`src/hdl/iea_pkg.sv`:
```
package iea_pkg;

	localparam int unsigned IDX_W = 2;

	typedef enum logic [1:0] {
		ALG_RELU   = 2'd0,
		ALG_LINEAR = 2'd1,
		ALG_CLIP   = 2'd2,
		ALG_NONE   = 2'd3
	} alg_t;

	typedef enum logic [1:0] {
		ET_S32 = 2'd0,
		ET_S8  = 2'd1,
		ET_U8  = 2'd2
	} elem_t;

	localparam logic [IDX_W-1:0] REG_ALG   = 2'd0;
	localparam logic [IDX_W-1:0] REG_ALPHA = 2'd1;
	localparam logic [IDX_W-1:0] REG_BETA  = 2'd2;
	localparam logic [IDX_W-1:0] REG_ELEM  = 2'd3;

	localparam logic [31:0] QNAN = 32'h7FC0_0000;

	localparam logic signed [32:0] S32_LO = 33'sh1_8000_0000;
	localparam logic signed [32:0] S32_HI = 33'sd2147483520;
	localparam logic signed [32:0] S8_LO  = -33'sd128;
	localparam logic signed [32:0] S8_HI  = 33'sd127;
	localparam logic signed [32:0] U8_LO  = 33'sd0;
	localparam logic signed [32:0] U8_HI  = 33'sd255;

	typedef struct packed {
		logic              sign;
		logic              nan;
		logic              inf;
		logic              zero;
		logic signed [9:0] exp;
		logic [23:0]       man;
	} fp_t;

	// Subnormals are taken as zero.
	function automatic fp_t fp_unpack(input logic [31:0] w);
		fp_t f;
		f.sign = w[31];
		f.nan  = (&w[30:23]) && (|w[22:0]);
		f.inf  = (&w[30:23]) && !(|w[22:0]);
		f.zero = (w[30:23] == 8'd0);
		f.exp  = $signed({2'b00, w[30:23]}) - 10'sd127;
		f.man  = f.zero ? 24'd0 : {1'b1, w[22:0]};
		return f;
	endfunction

	function automatic logic [5:0] lzc32(input logic [31:0] v);
		logic [5:0] n;
		logic       found;
		n     = 6'd32;
		found = 1'b0;
		for (int i = 31; i >= 0; i--) begin
			if (!found && v[i]) begin
				n     = 6'(31 - i);
				found = 1'b1;
			end
		end
		return n;
	endfunction

endpackage

```
`src/hdl/iea_cfg_if.sv`:
```
interface iea_cfg_if;
	logic                       valid;
	logic                       ready;
	logic [iea_pkg::IDX_W-1:0]  index;
	logic [31:0]                wdata;
	modport source (output valid, index, wdata, input ready);
	modport sink (input valid, index, wdata, output ready);
endinterface

```
`src/hdl/iea_in_if.sv`:
```
interface iea_in_if;
	logic               valid;
	logic               ready;
	logic signed [31:0] sample;
	modport source (output valid, sample, input ready);
	modport sink (input valid, sample, output ready);
endinterface

```
`src/hdl/iea_out_if.sv`:
```
interface iea_out_if;
	logic               valid;
	logic               ready;
	logic signed [31:0] result;
	modport source (output valid, result, input ready);
	modport sink (input valid, result, output ready);
endinterface

```
`src/hdl/int_eltwise_activation.sv`:
```
// Channel   Role    Payload
// cfg       sink    index (register number), wdata
// samples   sink    sample (signed 32-bit element)
// results   source  result (signed 32-bit element)
//
// One item enters per cycle while the results channel is not stalled.
// The pipeline is a chain of stages: widen (2), multiply (2), add (4), convert (3).
// Reset clears the valid bits and the configuration registers to zero.
// A stalled results channel holds the whole pipeline; samples.ready then falls.
// Configuration writes are always taken.
module int_eltwise_activation (
	input  logic      clk,
	input  logic      arst_n,
	iea_cfg_if.sink   cfg,
	iea_in_if.sink    samples,
	iea_out_if.source results
);
	import iea_pkg::*;

	logic [1:0]  alg_q, et_q;
	logic [31:0] alpha_q, beta_q;
	logic        en;

	logic        x_v, p_v, a_v;
	logic [31:0] x_word, prod_word, addend_word, alt_word, sum_word;

	always_ff @(posedge clk or negedge arst_n) begin
		if (!arst_n) begin
			alg_q   <= 2'd0;
			alpha_q <= 32'd0;
			beta_q  <= 32'd0;
			et_q    <= 2'd0;
		end else if (cfg.valid) begin
			case (cfg.index)
				REG_ALG:   alg_q   <= cfg.wdata[1:0];
				REG_ALPHA: alpha_q <= cfg.wdata;
				REG_BETA:  beta_q  <= cfg.wdata;
				REG_ELEM:  et_q    <= cfg.wdata[1:0];
				default:   ;
			endcase
		end
	end

	assign cfg.ready     = 1'b1;
	assign en            = !results.valid || results.ready;
	assign samples.ready = en;

	iea_int2f u_int2f (
		.clk       (clk),
		.arst_n    (arst_n),
		.en        (en),
		.in_v      (samples.valid),
		.sample    (samples.sample),
		.elem_type (et_q),
		.out_v     (x_v),
		.x_word    (x_word)
	);

	iea_fmul u_fmul (
		.clk         (clk),
		.arst_n      (arst_n),
		.en          (en),
		.in_v        (x_v),
		.x_word      (x_word),
		.alpha_word  (alpha_q),
		.beta_word   (beta_q),
		.alg_mode    (alg_q),
		.out_v       (p_v),
		.prod_word   (prod_word),
		.addend_word (addend_word),
		.alt_word    (alt_word)
	);

	iea_fadd u_fadd (
		.clk      (clk),
		.arst_n   (arst_n),
		.en       (en),
		.in_v     (p_v),
		.a_word   (prod_word),
		.b_word   (addend_word),
		.alt_word (alt_word),
		.alg_mode (alg_q),
		.out_v    (a_v),
		.sum_word (sum_word)
	);

	iea_f2i u_f2i (
		.clk       (clk),
		.arst_n    (arst_n),
		.en        (en),
		.in_v      (a_v),
		.x_word    (sum_word),
		.elem_type (et_q),
		.out_v     (results.valid),
		.result    (results.result)
	);

`ifndef ASSERT_OFF
	a_s8_range: assert property (@(posedge clk) disable iff (!arst_n)
		(results.valid && et_q == ET_S8) |->
		(results.result[31:7] == 25'd0 || results.result[31:7] == 25'h1FF_FFFF))
		else $error("s8 result out of range");

	a_u8_range: assert property (@(posedge clk) disable iff (!arst_n)
		(results.valid && et_q != ET_S32 && et_q != ET_S8) |->
		(results.result[31:8] == 24'd0))
		else $error("u8 result out of range");

	a_s32_top: assert property (@(posedge clk) disable iff (!arst_n)
		(results.valid && et_q == ET_S32) |->
		($signed({results.result[31], results.result}) <= S32_HI))
		else $error("s32 result above upper bound");
`endif

endmodule

```
`src/hdl/iea_int2f.sv`:
```
module iea_int2f (
	input  logic               clk,
	input  logic               arst_n,
	input  logic               en,
	input  logic               in_v,
	input  logic signed [31:0] sample,
	input  logic [1:0]         elem_type,
	output logic               out_v,
	output logic [31:0]        x_word
);
	import iea_pkg::*;

	logic [31:0] ext, mag, norm;
	logic        neg, rnd;
	logic [24:0] r25;
	logic [7:0]  bexp;

	logic        v_s1, neg_s1;
	logic [31:0] mag_s1;
	logic [5:0]  lz_s1;
	logic        v_s2;
	logic [31:0] word_s2;

	always_comb begin
		case (elem_type)
			ET_S32:  ext = sample;
			ET_S8:   ext = {{24{sample[7]}}, sample[7:0]};
			default: ext = {24'd0, sample[7:0]};
		endcase
		neg = ext[31];
		mag = neg ? (~ext + 32'd1) : ext;
	end

	always_ff @(posedge clk or negedge arst_n) begin
		if (!arst_n) begin
			v_s1 <= 1'b0;
			v_s2 <= 1'b0;
		end else if (en) begin
			v_s1 <= in_v;
			v_s2 <= v_s1;
		end
	end

	always_ff @(posedge clk) begin
		if (en) begin
			neg_s1  <= neg;
			mag_s1  <= mag;
			lz_s1   <= lzc32(mag);
			word_s2 <= lz_s1[5] ? 32'd0 : {neg_s1, bexp, r25[22:0]};
		end
	end

	always_comb begin
		norm = mag_s1 << lz_s1[4:0];
		rnd  = norm[7] & ((|norm[6:0]) | norm[8]);
		r25  = {1'b0, norm[31:8]} + {24'd0, rnd};
		bexp = (8'd158 - {2'b00, lz_s1}) + {7'd0, r25[24]};
	end

	assign out_v  = v_s2;
	assign x_word = word_s2;

endmodule

```
`src/hdl/iea_fmul.sv`:
```
module iea_fmul (
	input  logic        clk,
	input  logic        arst_n,
	input  logic        en,
	input  logic        in_v,
	input  logic [31:0] x_word,
	input  logic [31:0] alpha_word,
	input  logic [31:0] beta_word,
	input  logic [1:0]  alg_mode,
	output logic        out_v,
	output logic [31:0] prod_word,
	output logic [31:0] addend_word,
	output logic [31:0] alt_word
);
	import iea_pkg::*;

	function automatic logic [31:0] fkey(input logic [31:0] w);
		return w[31] ? ~w : {1'b1, w[30:0]};
	endfunction

	function automatic logic is_nan(input logic [31:0] w);
		return (&w[30:23]) && (|w[22:0]);
	endfunction

	function automatic logic [31:0] fmin(input logic [31:0] a, input logic [31:0] b);
		logic [31:0] r;
		if (is_nan(a) && is_nan(b)) r = QNAN;
		else if (is_nan(a))         r = b;
		else if (is_nan(b))         r = a;
		else                        r = (fkey(a) <= fkey(b)) ? a : b;
		return r;
	endfunction

	function automatic logic [31:0] fmax(input logic [31:0] a, input logic [31:0] b);
		logic [31:0] r;
		if (is_nan(a) && is_nan(b)) r = QNAN;
		else if (is_nan(a))         r = b;
		else if (is_nan(b))         r = a;
		else                        r = (fkey(a) >= fkey(b)) ? a : b;
		return r;
	endfunction

	fp_t         ua, ub;
	logic [31:0] opb, addend, alt;

	logic               v_s1, sign_s1, nan_s1, inf_s1, zero_s1;
	logic [47:0]        prod_s1;
	logic signed [9:0]  exp_s1;
	logic [31:0]        addend_s1, alt_s1;

	logic               v_s2;
	logic [31:0]        prod_s2, addend_s2, alt_s2;

	logic [23:0]        m;
	logic               g, st, rnd;
	logic [24:0]        r25;
	logic signed [9:0]  e, be;
	logic [31:0]        pw;

	always_comb begin
		opb    = (alg_mode == ALG_RELU && !x_word[31]) ? 32'd0 : x_word;
		addend = (alg_mode == ALG_LINEAR) ? beta_word : (x_word[31] ? 32'd0 : x_word);
		alt    = (alg_mode == ALG_CLIP) ? fmax(alpha_word, fmin(beta_word, x_word)) : x_word;
		ua     = fp_unpack(alpha_word);
		ub     = fp_unpack(opb);
	end

	always_ff @(posedge clk or negedge arst_n) begin
		if (!arst_n) begin
			v_s1 <= 1'b0;
			v_s2 <= 1'b0;
		end else if (en) begin
			v_s1 <= in_v;
			v_s2 <= v_s1;
		end
	end

	always_ff @(posedge clk) begin
		if (en) begin
			prod_s1   <= ua.man * ub.man;
			exp_s1    <= ua.exp + ub.exp;
			sign_s1   <= ua.sign ^ ub.sign;
			nan_s1    <= ua.nan | (ua.inf & ub.zero);
			inf_s1    <= ua.inf & !ub.zero;
			zero_s1   <= ua.zero | ub.zero;
			addend_s1 <= addend;
			alt_s1    <= alt;
			prod_s2   <= pw;
			addend_s2 <= addend_s1;
			alt_s2    <= alt_s1;
		end
	end

	always_comb begin
		if (prod_s1[47]) begin
			m  = prod_s1[47:24];
			g  = prod_s1[23];
			st = |prod_s1[22:0];
			e  = exp_s1 + 10'sd1;
		end else begin
			m  = prod_s1[46:23];
			g  = prod_s1[22];
			st = |prod_s1[21:0];
			e  = exp_s1;
		end
		rnd = g & (st | m[0]);
		r25 = {1'b0, m} + {24'd0, rnd};
		be  = e + 10'sd127 + $signed({9'd0, r25[24]});
		if (nan_s1)              pw = QNAN;
		else if (inf_s1)         pw = {sign_s1, 8'hFF, 23'd0};
		else if (zero_s1)        pw = {sign_s1, 31'd0};
		else if (be >= 10'sd255) pw = {sign_s1, 8'hFF, 23'd0};
		else if (be <= 10'sd0)   pw = {sign_s1, 31'd0};
		else                     pw = {sign_s1, be[7:0], r25[22:0]};
	end

	assign out_v       = v_s2;
	assign prod_word   = prod_s2;
	assign addend_word = addend_s2;
	assign alt_word    = alt_s2;

endmodule

```
`src/hdl/iea_fadd.sv`:
```
module iea_fadd (
	input  logic        clk,
	input  logic        arst_n,
	input  logic        en,
	input  logic        in_v,
	input  logic [31:0] a_word,
	input  logic [31:0] b_word,
	input  logic [31:0] alt_word,
	input  logic [1:0]  alg_mode,
	output logic        out_v,
	output logic [31:0] sum_word
);
	import iea_pkg::*;

	fp_t         ua, ub, ubig, usml;
	logic [30:0] ma, mb;
	logic        a_big;

	logic        v_s1, sign_s1, sub_s1, nan_s1, inf_s1, isign_s1;
	logic [7:0]  exp_s1, d_s1;
	logic [23:0] mb_s1, ms_s1;
	logic [31:0] alt_s1;

	logic        v_s2, sign_s2, nan_s2, inf_s2, isign_s2;
	logic [7:0]  exp_s2;
	logic [27:0] sum_s2;
	logic [31:0] alt_s2;

	logic              v_s3, sign_s3, nan_s3, inf_s3, isign_s3, zero_s3;
	logic [26:0]       n_s3;
	logic signed [9:0] e_s3;
	logic [31:0]       alt_s3;

	logic        v_s4;
	logic [31:0] word_s4;

	logic [26:0]       se, shd, al;
	logic [27:0]       sum;
	logic [26:0]       n;
	logic signed [9:0] e;
	logic [5:0]        lz;
	logic [23:0]       m;
	logic              rnd;
	logic [24:0]       r25;
	logic signed [9:0] be;
	logic [31:0]       sw;

	always_comb begin
		ua    = fp_unpack(a_word);
		ub    = fp_unpack(b_word);
		ma    = ua.zero ? 31'd0 : a_word[30:0];
		mb    = ub.zero ? 31'd0 : b_word[30:0];
		a_big = (ma >= mb);
		ubig  = a_big ? ua : ub;
		usml  = a_big ? ub : ua;
	end

	always_ff @(posedge clk or negedge arst_n) begin
		if (!arst_n) begin
			v_s1 <= 1'b0;
			v_s2 <= 1'b0;
			v_s3 <= 1'b0;
			v_s4 <= 1'b0;
		end else if (en) begin
			v_s1 <= in_v;
			v_s2 <= v_s1;
			v_s3 <= v_s2;
			v_s4 <= v_s3;
		end
	end

	always_ff @(posedge clk) begin
		if (en) begin
			sign_s1  <= ubig.sign;
			sub_s1   <= ua.sign ^ ub.sign;
			exp_s1   <= ubig.zero ? 8'd0 : 8'(ubig.exp + 10'sd127);
			d_s1     <= (ubig.zero ? 8'd0 : 8'(ubig.exp + 10'sd127))
				- (usml.zero ? 8'd0 : 8'(usml.exp + 10'sd127));
			mb_s1    <= ubig.man;
			ms_s1    <= usml.man;
			nan_s1   <= ua.nan | ub.nan | (ua.inf & ub.inf & (ua.sign ^ ub.sign));
			inf_s1   <= ua.inf | ub.inf;
			isign_s1 <= ua.inf ? ua.sign : ub.sign;
			alt_s1   <= alt_word;

			sum_s2   <= sum;
			exp_s2   <= exp_s1;
			sign_s2  <= sign_s1;
			nan_s2   <= nan_s1;
			inf_s2   <= inf_s1;
			isign_s2 <= isign_s1;
			alt_s2   <= alt_s1;

			n_s3     <= n;
			e_s3     <= e;
			zero_s3  <= (sum_s2 == 28'd0);
			sign_s3  <= sign_s2;
			nan_s3   <= nan_s2;
			inf_s3   <= inf_s2;
			isign_s3 <= isign_s2;
			alt_s3   <= alt_s2;

			word_s4  <= (alg_mode == ALG_RELU || alg_mode == ALG_LINEAR) ? sw : alt_s3;
		end
	end

	always_comb begin
		se = {ms_s1, 3'b000};
		if (d_s1 >= 8'd27) begin
			shd = 27'd0;
			al  = {26'd0, |ms_s1};
		end else begin
			shd = se >> d_s1[4:0];
			al  = shd | {26'd0, ((shd << d_s1[4:0]) != se)};
		end
		sum = sub_s1 ? ({1'b0, mb_s1, 3'b000} - {1'b0, al})
			: ({1'b0, mb_s1, 3'b000} + {1'b0, al});
	end

	always_comb begin
		lz = lzc32({sum_s2[26:0], 5'd0});
		if (sum_s2[27]) begin
			n = {sum_s2[27:2], |sum_s2[1:0]};
			e = $signed({2'b00, exp_s2}) + 10'sd1;
		end else begin
			n = sum_s2[26:0] << lz[4:0];
			e = $signed({2'b00, exp_s2}) - $signed({4'd0, lz});
		end
	end

	always_comb begin
		m   = n_s3[26:3];
		rnd = n_s3[2] & ((|n_s3[1:0]) | m[0]);
		r25 = {1'b0, m} + {24'd0, rnd};
		be  = e_s3 + $signed({9'd0, r25[24]});
		if (nan_s3)              sw = QNAN;
		else if (inf_s3)         sw = {isign_s3, 8'hFF, 23'd0};
		else if (zero_s3)        sw = 32'd0;
		else if (be >= 10'sd255) sw = {sign_s3, 8'hFF, 23'd0};
		else if (be <= 10'sd0)   sw = {sign_s3, 31'd0};
		else                     sw = {sign_s3, be[7:0], r25[22:0]};
	end

	assign out_v    = v_s4;
	assign sum_word = word_s4;

endmodule

```
`src/hdl/iea_f2i.sv`:
```
module iea_f2i (
	input  logic               clk,
	input  logic               arst_n,
	input  logic               en,
	input  logic               in_v,
	input  logic [31:0]        x_word,
	input  logic [1:0]         elem_type,
	output logic               out_v,
	output logic signed [31:0] result
);
	import iea_pkg::*;

	fp_t               u;
	logic              fin, tiny;
	logic [5:0]        sh;
	logic [56:0]       fx;

	logic              v_s1, g_s1, st_s1, sign_s1, lo_s1, hi_s1;
	logic [31:0]       int_s1;
	logic              v_s2, lo_s2, hi_s2;
	logic signed [32:0] val_s2;
	logic              v_s3;
	logic signed [31:0] res_s3;

	logic [31:0]        mag;
	logic signed [32:0] lo, hi, r;

	always_comb begin
		u    = fp_unpack(x_word);
		fin  = !u.nan && !u.inf && !u.zero;
		tiny = u.zero || (u.exp < -10'sd1);
		sh   = 6'(u.exp + 10'sd2);
		fx   = (fin && !tiny && u.exp < 10'sd31) ? ({33'd0, u.man} << sh) : 57'd0;
	end

	always_ff @(posedge clk or negedge arst_n) begin
		if (!arst_n) begin
			v_s1 <= 1'b0;
			v_s2 <= 1'b0;
			v_s3 <= 1'b0;
		end else if (en) begin
			v_s1 <= in_v;
			v_s2 <= v_s1;
			v_s3 <= v_s2;
		end
	end

	always_ff @(posedge clk) begin
		if (en) begin
			int_s1  <= fx[56:25];
			g_s1    <= fx[24];
			st_s1   <= |fx[23:0];
			sign_s1 <= u.sign;
			lo_s1   <= u.nan || (u.inf && u.sign) || (fin && u.exp >= 10'sd31 && u.sign);
			hi_s1   <= (u.inf && !u.sign) || (fin && u.exp >= 10'sd31 && !u.sign);
			val_s2  <= sign_s1 ? -$signed({1'b0, mag}) : $signed({1'b0, mag});
			lo_s2   <= lo_s1;
			hi_s2   <= hi_s1;
			res_s3  <= r[31:0];
		end
	end

	assign mag = int_s1 + {31'd0, g_s1 & (st_s1 | int_s1[0])};

	always_comb begin
		case (elem_type)
			ET_S32: begin
				lo = S32_LO;
				hi = S32_HI;
			end
			ET_S8: begin
				lo = S8_LO;
				hi = S8_HI;
			end
			default: begin
				lo = U8_LO;
				hi = U8_HI;
			end
		endcase
		if (lo_s2)             r = lo;
		else if (hi_s2)        r = hi;
		else if (val_s2 < lo)  r = lo;
		else if (val_s2 > hi)  r = hi;
		else                   r = val_s2;
	end

	assign out_v  = v_s3;
	assign result = res_s3;

endmodule

```
`src/flat_wrapper.sv`:
```
// flat-port wrapper written by rule: the top's interface ports become plain ports
module int_eltwise_activation_flat import iea_pkg::*;
  (clk, arst_n, cfg_valid, cfg_index, cfg_wdata, cfg_ready, samples_valid, samples_sample, samples_ready, results_valid, results_result, results_ready);
  iea_cfg_if cfg_i ();
  iea_in_if samples_i ();
  iea_out_if results_i ();
  input  logic clk;
  input  logic arst_n;
  input wire logic [$bits(cfg_i.valid)-1:0] cfg_valid;
  input wire logic [$bits(cfg_i.index)-1:0] cfg_index;
  input wire logic [$bits(cfg_i.wdata)-1:0] cfg_wdata;
  output wire logic [$bits(cfg_i.ready)-1:0] cfg_ready;
  input wire logic [$bits(samples_i.valid)-1:0] samples_valid;
  input wire logic [$bits(samples_i.sample)-1:0] samples_sample;
  output wire logic [$bits(samples_i.ready)-1:0] samples_ready;
  output wire logic [$bits(results_i.valid)-1:0] results_valid;
  output wire logic [$bits(results_i.result)-1:0] results_result;
  input wire logic [$bits(results_i.ready)-1:0] results_ready;
  assign cfg_i.valid = cfg_valid;
  assign cfg_i.index = cfg_index;
  assign cfg_i.wdata = cfg_wdata;
  assign cfg_ready = cfg_i.ready;
  assign samples_i.valid = samples_valid;
  assign samples_i.sample = samples_sample;
  assign samples_ready = samples_i.ready;
  assign results_valid = results_i.valid;
  assign results_result = results_i.result;
  assign results_i.ready = results_ready;
  int_eltwise_activation u_core (.clk(clk), .arst_n(arst_n), .cfg(cfg_i), .samples(samples_i), .results(results_i));
endmodule
```
`config.mk`:
```
export PLATFORM = sky130hd
export DESIGN_NAME = int_eltwise_activation_flat
export DESIGN_NICKNAME = d
export VERILOG_FILES = /design/src/hdl/iea_pkg.sv /design/src/hdl/iea_cfg_if.sv /design/src/hdl/iea_in_if.sv /design/src/hdl/iea_out_if.sv /design/src/hdl/int_eltwise_activation.sv /design/src/hdl/iea_int2f.sv /design/src/hdl/iea_fmul.sv /design/src/hdl/iea_fadd.sv /design/src/hdl/iea_f2i.sv /design/src/flat_wrapper.sv
export SDC_FILE = /design/constraint.sdc
export NUM_CORES = 2
export LEC_CHECK = 0
export BUFFER_PORTS_ARGS = -buffer_cell sky130_fd_sc_hd__buf_2
export CAP_MARGIN = 40
export CORE_MARGIN = 2
export CORE_UTILIZATION = 56
export CTS_CLUSTER_SIZE = 8
export DETAILED_ROUTE_END_ITERATION = 8
export HOLD_SLACK_MARGIN = 0.12
export PLACE_DENSITY = 0.69
export SYNTH_ARGS = -nofsm -noshare
export SYNTH_HDL_FRONTEND = slang
export SYNTH_SLANG_ARGS = --single-unit
export TNS_END_PERCENT = 5
```
`constraint.sdc`:
```
create_clock -name clk -period 65.5 [get_ports clk]
set_clock_uncertainty 0.15 [all_clocks]
set_input_delay 19.65 -clock clk [delete_from_list [all_inputs] [get_ports clk]]
set_output_delay 19.65 -clock clk [all_outputs]
set_load 0.05 [all_outputs]
```
Word-level counts from Yosys, hierarchy flattened
Cells that the tools add are included.
- register bits after elaboration: 755
- input port bits: 71
- output and inout bits: 35
- word-level logic and storage cells: 550
- add/sub/neg operators: 26
- $mul: 1
- $lt $le $gt $ge: 13
- eq/ne operators: 7
- shifts and indexed selects: 5
- muxes and demuxes: 202
- bitwise operators: 25
- reductions and logical operators: 196
- operators by type and width (cell ; number):
    $mux 32 ; 25
    $mux 31 ; 8
    $reduce_or 23->1 ; 8
    $mux 24 ; 7
    $mux 6 ; 28
    $not 32->32 ; 5
    $mux 1 ; 92
    $logic_and 1x1->1 ; 80
    $add 24x1->25 ; 3
    $mux 5 ; 15
    $logic_not 1->1 ; 69
    $pmux 33 s2 ; 1
    $pmux 32 s2 ; 1
    $pmux 31 s2 ; 1
    $shl 24x6->57 ; 1
    $reduce_and 8->1 ; 7
    $shl 27x5->27 ; 2
    $mul 24x24->48 ; 1
    $reduce_or 24->1 ; 2
    $sub 8x7->9 const B ; 5
    $logic_not 8->1 ; 5
    $mux 38 ; 1
    $mux 35 ; 1
    $gt 33x32->1 ; 1
    other kinds (56) ; 106

Longest topological paths before layout
- depth in word-level cells: 130
- gate-level depth with buffers: 45
- depth with buffers taken out: 40

Hierarchy
From an unflattened synthesis, not the netlist that was laid out.
- cell total of the unflattened synthesis: 7196
- area, all modules: 70286.2 µm²
- by module, submodules not included (module ; instances ; cells each ; area an instance (µm²) ; seq. area each (µm²)):
    iea_fmul ; 1 ; 3366 ; 31848.0 ; 6716.4
    iea_fadd ; 1 ; 2043 ; 19894.1 ; 8478.1
    iea_f2i ; 1 ; 981 ; 9222.6 ; 3198.1
    iea_int2f ; 1 ; 657 ; 6491.2 ; 2182.1
    int_eltwise_activation ; 1 ; 149 ; 2830.2 ; 1701.6

Worst setup path before layout
No wires, ideal clock.
- path type: input port to output port
- from: input port results_ready
- to: output port samples_ready
- data arrival time: 38.549 ns
- data required time: 45.700 ns
- path slack: 7.151 ns
- stages on the path: 2
- path buffers: 1
- path through: nand2b_1 > buf_1
- longest elaborated chain between the ends: 1
- ends and longest elaborated chain (item ; line ; text):
    start: declaration ; flat_wrapper.sv:18 ; input wire logic [$bits(results_i.ready)-1:0] results_ready;
    $logic_or 1x1->1 ; int_eltwise_activation.sv:45 ; assign en = !results.valid || results.ready;
    end: declaration ; flat_wrapper.sv:15 ; output wire logic [$bits(samples_i.ready)-1:0] samples_ready;
Every way passes these cells.

Worst setup path after layout
Same ends and word-level chain as after synthesis.

==> impl_results.md <==
* Outcome: complete, no violations
* Final worst slack at 24.84 ns
* CP endpoint: samples_ready
* Post-synth EDFFs at a little under 700
* Commonest cells in the netlist: nand2_1, inv_1, edfxtp_1
* Max Cap Viol at 0
* Filler cells at around 10000
* Total Neg Setup Slack at 0 ns
* Crit. Startpoint: results_ready
* Die span in y at 353.1 um
* DR pass1 iterations at 6
* Routed vias/inst at between 6 and 7
* Average size of a mapped cell at 9.595 sq um
* First-pass GRT wire length at between 300 and 400 mm
* Max Slew Vio Count at 0
* Critical Path End Type: output pin
* Reg-to-reg slack, setup at 53.21 ns
* Row count at 128
* Vias in the first global route at 52270
* Final RePlAce weighted congestion at between 0.9 and 1
* WP data arrival at roughly 21 ns
* Total I/O pin count at roughly 110
* Area leader, netlist: edfxtp_1
* Synth top area share at roughly 30%
* Setup crit start kind: input port
* Core area at 121400 sq um
* Top-count cell post-synth: nand2_1
* H-tree level count at 3
* Post-Route WL at 196.9 mm
* WL/cell at 22.53 um
* Mapped Nets at roughly 8000
* Gr ovfl total at 0
* CTS tree: done
* Max-slew headroom at about a quarter
* Hold Path Class: reg2reg
* Post-CTS resize count at 0
* 1st-iter DRT viols at about 5200
* Fin crit period at 40.66 ns
* Setup bufs post-CTS at 0
* Ratio of cells with drive above 1 in the final layout at 8.535%
* Setup Viol. Count Final at 0
* Nets at 8095
* Final worst-path cycle share at 62.07%
* Reg2reg start: u_core.alg_q[1]
* Mapped Area at 68240 sq um
* CP Data Required Time at around 46 ns
* Max Root-Sink Buffers at 3
* Initial Util at between 50% and 60%
* Detailed Place HPWL at 148.3 mm
* Largest net degree at the start of global routing at 186
* Cell variety after synth at around 110
* Synth Instances at 7112
* Synth warn at 0
* Synthesis-stage register bit count at 755
* Clock Root Buffer: clkbuf_16
* R2R cell count at 40
* Total CTS buffers at 106
* Clk sinks at 755
* Layout area overhead at 7.651%
* Worst-path clk slew at ~0.050 ns
* Asr flop ratio synth at 10.46%
* Hold_buf cts at 0
* Place WS at 24.82 ns
* Tightest Pin Transition at approximately 1.1 ns
* Reg2reg end: u_core.u_fmul.prod_s1[47]
* Total number of vias at around 53000
* Top cells by area, synth: edfxtp_1, fa_1, ha_1, nand2_1, inv_1
* Antenna violations before repair at 5
* Clk_lat worst skew at between 0.7 and 0.8 ns
* Count of antenna-violating nets left after detailed routing at 0
* Crit path max fanout at 53
* Residual DRC at 0
* DIE AREA at 124700 sq um
* Chip width at 353.1 um
* IO buf count at ~100
* RSZ-0062 raised after global routing: no
* Sequential share of the synthesized area at 32.64%
* Global-route usage over all layers at 31.40%
* Final Hold Vio Count at 0
* FMAX at ~25 MHz
* Crit Path Category: in2out
* Top_reg_cell synth: edfxtp_1
[worst max-delay path, stage by stage]
cell	delay, ns
buf_2	0.07
nand2b_4	0.55
buf_2	0.50
[metrics by stage]
step,instances,instance area [sq um],utilization (%),hold WS [ns]
3_5_place_dp,8596,70440,58.02,0.2545
2_1_floorplan,7112,68240,-,0.2503
5_1_grt,8737,73460,60.51,0.2037
6_report,8739,73460,60.51,0.2106
3_3_place_gp,8584,70220,57.85,0.2516
4_1_cts,8736,73430,60.49,0.1966
[registers in the layout (all words and copies together), names as in the netlist, 24 cells and up]
name and flops:
u_core.u_int2f.mag_s1 32, u_core.u_fadd.sum_word 32, u_core.u_fmul.alt_s1 32, u_core.u_fmul.addend_word 32
u_core.u_f2i.val_s2 33, u_core.u_int2f.x_word 32, u_core.u_f2i.result 32, u_core.beta_q 32
u_core.u_fadd.ms_s1 24, u_core.u_fmul.alt_word 32, u_core.u_fadd.alt_s1 32, u_core.u_fadd.mb_s1 24
u_core.u_f2i.int_s1 32, u_core.u_fmul.addend_s1 32, u_core.alpha_q 32, u_core.u_fadd.alt_s3 32
u_core.u_fadd.alt_s2 32, u_core.u_fadd.sum_s2 28, u_core.u_fmul.prod_s1 48, u_core.u_fadd.n_s3 27
u_core.u_fmul.prod_word 32
[area by class of cell]
cell class	count	area (sq um)	share of cell area (%)
Antenna cell	2	5.005	0.006813
Clock buffer	130	2764	3.762
Clock inverter	10	229.0	0.3117
Inverter	725	2721	3.704
Multi-Input combinational cell	5266	41840	56.95
Sequential cell	755	22280	30.32
Tap cell	1625	2033	2.768
Timing Repair Buffer	226	1594	2.170
[worst min-delay path by stage]
stage	start	endpoint	slack (ns)	depth (start not counted)
after global routing	u_core.u_fmul.addend_s1[5]	u_core.u_fmul.addend_word[5]	0.20	0
final	u_core.u_fmul.addend_s1[5]	u_core.u_fmul.addend_word[5]	0.21	0
after floorplan	u_core.u_f2i.hi_s1	u_core.u_f2i.hi_s2	0.25	0
after CTS	u_core.u_fmul.addend_s1[5]	u_core.u_fmul.addend_word[5]	0.20	0
after global placement	u_core.u_fadd.exp_s1[7]	u_core.u_fadd.exp_s2[7]	0.25	0
after detailed placement	u_core.u_fmul.alt_word[23]	u_core.u_fadd.alt_s1[23]	0.25	0
[cell usage in the layout, fill, tap and decap left out, types with 78 or more instances in the layout]
| cell | Yosys | layout |
|---|---|---|
| a21o_1 | 102 | 102 |
| a21oi_1 | 327 | 327 |
| edfxtp_1 | 676 | 676 |
| buf_2 | 19 | 103 |
| buf_4 | 7 | 110 |
| nor3_1 | 134 | 134 |
| nand2_1 | 874 | 873 |
| xor2_1 | 194 | 193 |
| xnor2_1 | 201 | 199 |
| clkbuf_16 | 0 | 107 |
| mux2_2 | 151 | 151 |
| ha_1 | 458 | 458 |
| dfrtp_1 | 79 | 78 |
| fa_1 | 486 | 486 |
| nor2b_1 | 84 | 84 |
| nand3_1 | 179 | 179 |
| o21ai_0 | 309 | 308 |
| inv_1 | 712 | 712 |
| mux2i_1 | 186 | 186 |
| nor2_1 | 620 | 618 |
[per-layer routing]
layer	routed length, um	GRT usage [%]
met1	82470	43.46
met4	9413	13.17
met5	31	0
met2	89200	49.18
met3	15770	5.318
[cell families after synthesis]
group / after synthesis / share of synthesized area (%)
adder cells (fa/ha/maj): 944 / 22.65
buffers and inverters: 1091 / 6.166
multiplexers: 375 / 6.478
AND/OR/NAND/NOR: 2339 / 15.60
flip-flops: 755 / 32.64
XOR/XNOR: 395 / 5.070
other: 1 / 0.005495
AO/OA/AOI/OAI: 1212 / 11.39
Power is not shown: default switching activity piles up to over one toggle a cycle in this logic, so the estimate is an artifact.
